$ cat src/rtl/prec_pkg.sv
package prec_pkg;

	localparam int MvWidth   = 13;
	localparam int OffWidth  = 12;
	localparam int RecipBits = 18;
	localparam int RecipShift = 20;
	localparam int ProdWidth = OffWidth + RecipBits;

	localparam logic KIND_VOLTAGE = 1'b0;
	localparam logic KIND_CONTROL = 1'b1;

	localparam logic [3:0] NUM_BUCKS = 4'd5;
	localparam logic [3:0] NUM_RAILS = 4'd9;

	localparam logic [7:0] BUCK_VOUT_BASE = 8'h0E;
	localparam logic [7:0] BUCK_CTRL_BASE = 8'h04;
	localparam logic [7:0] LDO_VOUT_BASE  = 8'h23;
	localparam logic [7:0] LDO4_VOUT_ADDR = 8'h26;
	localparam logic [7:0] LDO_CTRL_BASE  = 8'h1D;

	localparam logic [7:0] CTRL_PULLDOWN = 8'h20;
	localparam logic [7:0] CTRL_ENABLE   = 8'h13;

	typedef enum logic [2:0] {
		DIV_5,
		DIV_10,
		DIV_20,
		DIV_25,
		DIV_50
	} div_sel_t;

	typedef struct packed {
		logic                err;
		logic                use_div;
		logic [7:0]          const_val;
		logic [OffWidth-1:0] off;
		div_sel_t            dsel;
		logic [7:0]          base;
		logic                shl;
		logic [7:0]          addr;
	} dec_t;

	// ceil(2^20 / d); exact for every offset below 4096
	function automatic logic [RecipBits-1:0] recip(input div_sel_t sel);
		logic [RecipBits-1:0] m;
		case (sel)
			DIV_5:   m = 18'd209716;
			DIV_10:  m = 18'd104858;
			DIV_20:  m = 18'd52429;
			DIV_25:  m = 18'd41944;
			DIV_50:  m = 18'd20972;
			default: m = 18'd0;
		endcase
		return m;
	endfunction

endpackage

$ cat src/rtl/prec_decode.sv
module prec_decode (
	input  logic                            kind,
	input  logic [3:0]                      channel,
	input  logic [prec_pkg::MvWidth-1:0]    millivolts,
	input  logic                            enable,
	output prec_pkg::dec_t                  dec
);

	logic [prec_pkg::MvWidth-1:0] mv;
	logic [prec_pkg::MvWidth-1:0] diff;
	logic [1:0]                   ldo_idx;
	logic [7:0]                   buck_x2;

	assign mv      = millivolts;
	assign buck_x2 = {3'b000, channel, 1'b0};
	assign ldo_idx = 2'(channel - prec_pkg::NUM_BUCKS);

	always_comb begin
		dec           = '0;
		dec.dsel      = prec_pkg::DIV_5;
		diff          = '0;
		if (channel >= prec_pkg::NUM_RAILS) begin
			dec.err = 1'b1;
		end else if (kind == prec_pkg::KIND_CONTROL) begin
			if (channel < prec_pkg::NUM_BUCKS)
				dec.addr = prec_pkg::BUCK_CTRL_BASE + buck_x2;
			else
				dec.addr = prec_pkg::LDO_CTRL_BASE + {6'd0, ldo_idx};
			dec.const_val = enable ? (prec_pkg::CTRL_PULLDOWN | prec_pkg::CTRL_ENABLE)
			                       : prec_pkg::CTRL_PULLDOWN;
		end else if (channel < prec_pkg::NUM_BUCKS) begin
			dec.addr = prec_pkg::BUCK_VOUT_BASE + buck_x2;
			if (mv < 13'd300) begin
				dec.const_val = 8'h00;
			end else if (mv < 13'd600) begin
				diff = mv - 13'd300;
				dec.use_div = 1'b1;
				dec.dsel = prec_pkg::DIV_20;
				dec.base = 8'h00;
			end else if (mv < 13'd1100) begin
				diff = mv - 13'd600;
				dec.use_div = 1'b1;
				dec.dsel = prec_pkg::DIV_5;
				dec.base = 8'h0F;
			end else if (mv < 13'd1660) begin
				diff = mv - 13'd1100;
				dec.use_div = 1'b1;
				dec.dsel = prec_pkg::DIV_10;
				dec.base = 8'h73;
			end else if (mv < 13'd3340) begin
				diff = mv - 13'd1660;
				dec.use_div = 1'b1;
				dec.dsel = prec_pkg::DIV_20;
				dec.base = 8'hAB;
			end else begin
				dec.const_val = 8'hFF;
			end
		end else if (ldo_idx != 2'd3) begin
			dec.addr = prec_pkg::LDO_VOUT_BASE + {6'd0, ldo_idx};
			// code goes out shifted left one bit
			if (mv < 13'd600) begin
				dec.const_val = 8'h08;
			end else if (mv < 13'd3300) begin
				diff = mv - 13'd600;
				dec.use_div = 1'b1;
				dec.dsel = prec_pkg::DIV_50;
				dec.base = 8'h04;
				dec.shl = 1'b1;
			end else begin
				dec.const_val = 8'h74;
			end
		end else begin
			dec.addr = prec_pkg::LDO4_VOUT_ADDR;
			if (mv < 13'd1200) begin
				dec.const_val = 8'h20;
			end else if (mv < 13'd3300) begin
				diff = mv - 13'd1200;
				dec.use_div = 1'b1;
				dec.dsel = prec_pkg::DIV_25;
				dec.base = 8'h20;
			end else begin
				dec.const_val = 8'h74;
			end
		end
		dec.off = diff[prec_pkg::OffWidth-1:0];
	end

endmodule

$ cat src/rtl/pmic_rail_register_encoder_top.sv
// Rail register encoder: turns one rail request into a register address and
// the byte to write there.
//
// Input channel: in_valid / in_stall with kind, channel, millivolts, enable.
// Output channel: out_valid / out_stall with reg_address, reg_value, error.
// An item moves on a rising edge with valid high and stall low.
//
// Three register stages: decode and offset, reciprocal multiply, quotient
// add and select. One item per cycle is taken and delivered when the
// output is not stalled. Per-stage valid bits let an empty stage fill
// while the output is held, so in_stall only rises when all three stages
// hold items.
//
// Reset clears the valid bits; the pipeline comes up empty. While out_stall
// is high the output item holds; upstream stages keep filling until full.
// Channels 9 to 15 give error with address and value zero.
module pmic_rail_register_encoder_top (
	input  logic                         clk,
	input  logic                         arst_n,
	input  logic                         in_valid,
	output logic                         in_stall,
	input  logic                         kind,
	input  logic [3:0]                   channel,
	input  logic [prec_pkg::MvWidth-1:0] millivolts,
	input  logic                         enable,
	output logic                         out_valid,
	input  logic                         out_stall,
	output logic [7:0]                   reg_address,
	output logic [7:0]                   reg_value,
	output logic                         error
);

	prec_pkg::dec_t dec;
	prec_pkg::dec_t dec_s1;

	logic v_s1, v_s2, v_s3;
	logic adv1, adv2, adv3;

	logic [prec_pkg::ProdWidth-1:0] prod_s2;
	logic [7:0]                     base_s2;
	logic                           shl_s2;
	logic                           use_div_s2;
	logic [7:0]                     const_s2;
	logic [7:0]                     addr_s2;
	logic                           err_s2;

	logic [7:0] quot;
	logic [7:0] sum;
	logic [7:0] val;

	logic [7:0] addr_s3;
	logic [7:0] val_s3;
	logic       err_s3;

	prec_decode u_decode (
		.kind       (kind),
		.channel    (channel),
		.millivolts (millivolts),
		.enable     (enable),
		.dec        (dec)
	);

	assign adv3     = !v_s3 || !out_stall;
	assign adv2     = !v_s2 || adv3;
	assign adv1     = !v_s1 || adv2;
	assign in_stall = !adv1;

	always_ff @(posedge clk or negedge arst_n) begin
		if (!arst_n) begin
			v_s1 <= 1'b0;
			v_s2 <= 1'b0;
			v_s3 <= 1'b0;
		end else begin
			if (adv1)
				v_s1 <= in_valid;
			if (adv2)
				v_s2 <= v_s1;
			if (adv3)
				v_s3 <= v_s2;
		end
	end

	always_ff @(posedge clk) begin
		if (adv1)
			dec_s1 <= dec;
	end

	always_ff @(posedge clk) begin
		if (adv2) begin
			prod_s2    <= dec_s1.off * prec_pkg::recip(dec_s1.dsel);
			base_s2    <= dec_s1.base;
			shl_s2     <= dec_s1.shl;
			use_div_s2 <= dec_s1.use_div;
			const_s2   <= dec_s1.const_val;
			addr_s2    <= dec_s1.addr;
			err_s2     <= dec_s1.err;
		end
	end

	// quotient always fits a byte for every segment
	assign quot = prod_s2[prec_pkg::RecipShift +: 8];
	assign sum  = quot + base_s2;
	assign val  = !use_div_s2 ? const_s2 : (shl_s2 ? {sum[6:0], 1'b0} : sum);

	always_ff @(posedge clk) begin
		if (adv3) begin
			addr_s3 <= addr_s2;
			val_s3  <= val;
			err_s3  <= err_s2;
		end
	end

	assign out_valid   = v_s3;
	assign reg_address = addr_s3;
	assign reg_value   = val_s3;
	assign error       = err_s3;

	a_err_zero: assert property (@(posedge clk) disable iff (!arst_n)
		out_valid && error |-> reg_address == 8'd0 && reg_value == 8'd0)
		else $error("error item carries a nonzero address or value");

	a_full_stall: assert property (@(posedge clk) disable iff (!arst_n)
		in_stall |-> v_s1 && v_s2 && v_s3)
		else $error("input stalled with an empty stage");

	a_s1_hold: assert property (@(posedge clk) disable iff (!arst_n)
		v_s1 && !adv2 |=> v_s1 && $stable(dec_s1))
		else $error("stage 1 item dropped or changed while blocked");

	a_s2_hold: assert property (@(posedge clk) disable iff (!arst_n)
		v_s2 && !adv3 |=> v_s2 && $stable(prod_s2) && $stable(addr_s2))
		else $error("stage 2 item dropped or changed while blocked");

endmodule
$ cat config.mk
export PLATFORM = sky130hd
export DESIGN_NAME = pmic_rail_register_encoder_top
export DESIGN_NICKNAME = d
export VERILOG_FILES = /design/src/rtl/prec_pkg.sv /design/src/rtl/prec_decode.sv /design/src/rtl/pmic_rail_register_encoder_top.sv
export SDC_FILE = /design/constraint.sdc
export NUM_CORES = 1
export LEC_CHECK = 0
export ABC_AREA = 1
export BUFFER_PORTS_ARGS = -buffer_cell sky130_fd_sc_hd__buf_2
export CORE_MARGIN = 4
export CORE_UTILIZATION = 65
export DETAILED_ROUTE_END_ITERATION = 16
export PLACE_DENSITY = 0.84
export SYNTH_ARGS = -nofsm -noshare
export SYNTH_HDL_FRONTEND = slang
export SYNTH_HIERARCHICAL = 1
export SYNTH_SLANG_ARGS = --single-unit
export TNS_END_PERCENT = 30
$ cat constraint.sdc
create_clock -name clk -period 5.7 [get_ports clk]
set_input_delay 1.425 -clock clk [delete_from_list [all_inputs] [get_ports clk]]
set_output_delay 1.425 -clock clk [all_outputs]
set_load 0.03 [all_outputs]
==> impl_metrics.tcl <==
set metrics [dict create \
    rows 49 \
    power_leakage_uw 0.00676 \
    cp.arrival_ns 5.64 \
    drc 0 \
    synth.avg_cell_area_sq_um 8.12 \
    hold_class "reg -> reg" \
    required_ns 5.80 \
    setup_violations 0 \
    synth_top_area_frac 0.263 \
    grt_use_total 0.305 \
    ant_nets 0 \
    crit_chain "nor2_4 > buf_4 > nor2_4 > nor2_4 > buf_4 > nand2_1 > fa_1 > fa_1 > fa_1 > inv_1 > fa_1 > inv_1 > fa_1 > inv_1 > ha_1 > nand2_1 > inv_1 > a21oi_1 > nand2_1 > nand2_1 > nand3_1 > nand3_1 > nand2_1" \
    grt_first_pass_wirelength_microns 49500 \
    yosysTopAreaCell "fa_1" \
    synth-edff-count 94 \
    place_area_sq_mm 0.0126 \
    area_delta_synth_final_pct 9.32 \
    rsz0062_at_grt "true" \
    cp.buffers_inverters 6 \
    die_w_microns 144 \
    ir_drop_uv 250 \
    drv_cap 0 \
    slew_headroom 0.488 \
    cp-start-kind "flip-flop" \
    htree_levels 3 \
    drive_gt1_frac 0.122 \
    clock_sinks 97 \
    fin_skew_ns 0.0111 \
    netlist_area_sq_mm 0.0121 \
    grt_remaining_overflow 0 \
    critPathSlowestCell "fa_1" \
    wire_per_inst_microns 17.3 \
    cpPeakStageDelay_ns 0.56 \
    period_needed_ns 5.54 \
    regArea_sq_mm 0.00290 \
    nets 1818 \
    core-area_sq_mm 0.0181 \
    routabilityCongestion 1.05 \
    vias_per_cell 5.60 \
    crit_fanout 6 \
    utilization 0.729 \
    design_area_sq_mm 0.0132 \
    dpl.hpwl_microns 25000 \
    clockBufferDepth 2 \
    start_util 0.667 \
    cp_top_family "adder cells" \
    io_pins 42 \
    clk_pin_slew_worst_paths_ns 0.08 \
    post-route-period-util 0.972 \
    wirelength_microns 31000 \
    finalHoldViolations 0 \
    outcome "finished clean" \
    clock_latency_ns 0.34 \
    crit_type "reg -> reg" \
    powerDensity_mw_per_mm2 387 \
    fmax_mhz 180 \
    portBuffers 41 \
    synth_cells 1492 \
    die_h_microns 144 \
    hold_ws_ns 0.410 \
    multi_input_area_sq_mm 0.00786 \
    synthDistinctLibCells 48 \
    async_reset_ff_frac 0.0309 \
    maxSlewViolCount 0 \
    end_kind "flip-flop" \
    nFillCells 1321 \
    vias 10024 \
    synth_area_leaders "fa_1 (26%), edfxtp_1 (23%), nand2_1 (12%)" \
    antenna_found_initial 0 \
    grt_pass1_vias 9741 \
    dieArea_sq_mm 0.0209 \
    yosysWarnings 6 \
    drt_iter0_drc 860 \
    grt_max_degree 43 \
    worst_pin_slew_ns 0.766 \
    cts_buffers 9 \
    yosysSeqAreaShare 0.239 \
    power_uw 5120 \
    synthTopCellsByCount "nand2_1 (371), inv_1 (347), fa_1 (159)" \
    synth-seq-cells 97 \
    synth_most_common_cell "nand2_1" \
    ys.flop_type "edfxtp_1" \
    cts-root-buf "clkbuf_16" \
    cts_tree "done" \
    first_pass_iters 5 \
]
## per-stage QoR
step | cells | setup slack (ns) | setup TNS [ns]
2_1_floorplan | 1493 | 0.482 | 0
3_3_place_gp | 1764 | 0.0602 | 0
3_5_place_dp | 1764 | -0.0644 | -0.159
4_1_cts | 1780 | 0.0538 | 0
5_1_grt | 1790 | -0.0758 | -0.323
6_report | 1791 | 0.159 | 0
## path summary, 6_finish.rpt
path	cells past startpoint	to	slack, ns	from
max	23	prod_s2[27]	0.16	dec_s1[18]
min	0	const_s2[3]	0.41	dec_s1[35]
max reg2reg	23	prod_s2[27]	0.16	dec_s1[18]
min reg2reg	0	const_s2[3]	0.41	dec_s1[35]
max in group asynchronous	1	out_valid	4.72	arst_n
min in group asynchronous	1	v_s2	0.86	arst_n
## power by group
group	internal [uW]	total, uW	switching, uW	leakage, uW
sequential	952	1010	59.3	0.00104
clock	313	602	289	0.000150
combinational	1230	3510	2280	0.00557
## metal layers
layer  track usage  vias up  share of wire
met5             0        -              0
met4        0.0658        0          0.025
met3        0.0661       86           0.11
met2         0.478      580           0.46
met1         0.444     4748           0.41
li1              -     4610              -
## final cells by class
| class | instances | area share |
|---|---|---|
| timing repair buffer | 73 | 0.0339 |
| multi-input combinational | 998 | 0.594 |
| inverter | 377 | 0.108 |
| clock inverter | 7 | 0.00614 |
| clock buffer | 9 | 0.0170 |
| antenna | 1 | 0.000189 |
| tap | 229 | 0.0216 |
| sequential | 97 | 0.219 |
## timing repair
action,CTS,global route
setup endpoints to repair,4,8
hold buffers,0,0
pin swaps,0,9
gates resized for setup,4,55
setup buffers,0,9
gates cloned,0,1
## state kept, by name, indices dropped and copies added, names as in the netlist, 8 cells and up
name,cells
const_s2,8
reg_value,8
addr_s2,8
dec_s1,42
prod_s2,8
base_s2,8
reg_address,8
## logic make-up after synthesis
group / Yosys count / synth area share
and+or+nand+nor: 628 / 0.218
buffers and inverters: 399 / 0.128
DFF: 97 / 0.239
adders and majority gates: 239 / 0.346
xor gates and xnor gates: 27 / 0.0195
other: 1 / 0.000310
AOI/OAI and AO/OA: 101 / 0.0494
## layout by cell type, fill, tap and decap left out, types with 11 or more instances in the layout
cell type,instances
nor2_1,123
xor2_1,21
buf_2,41
nand2_2,18
buf_4,31
edfxtp_1,94
nand2_1,366
inv_2,20
inv_1,344
fa_1,159
ha_1,79
nor2_4,21
nor2_2,16
nand4_1,11
o21ai_0,27
a21oi_1,36
nand3_1,53
(Power assumes the default switching activity.)
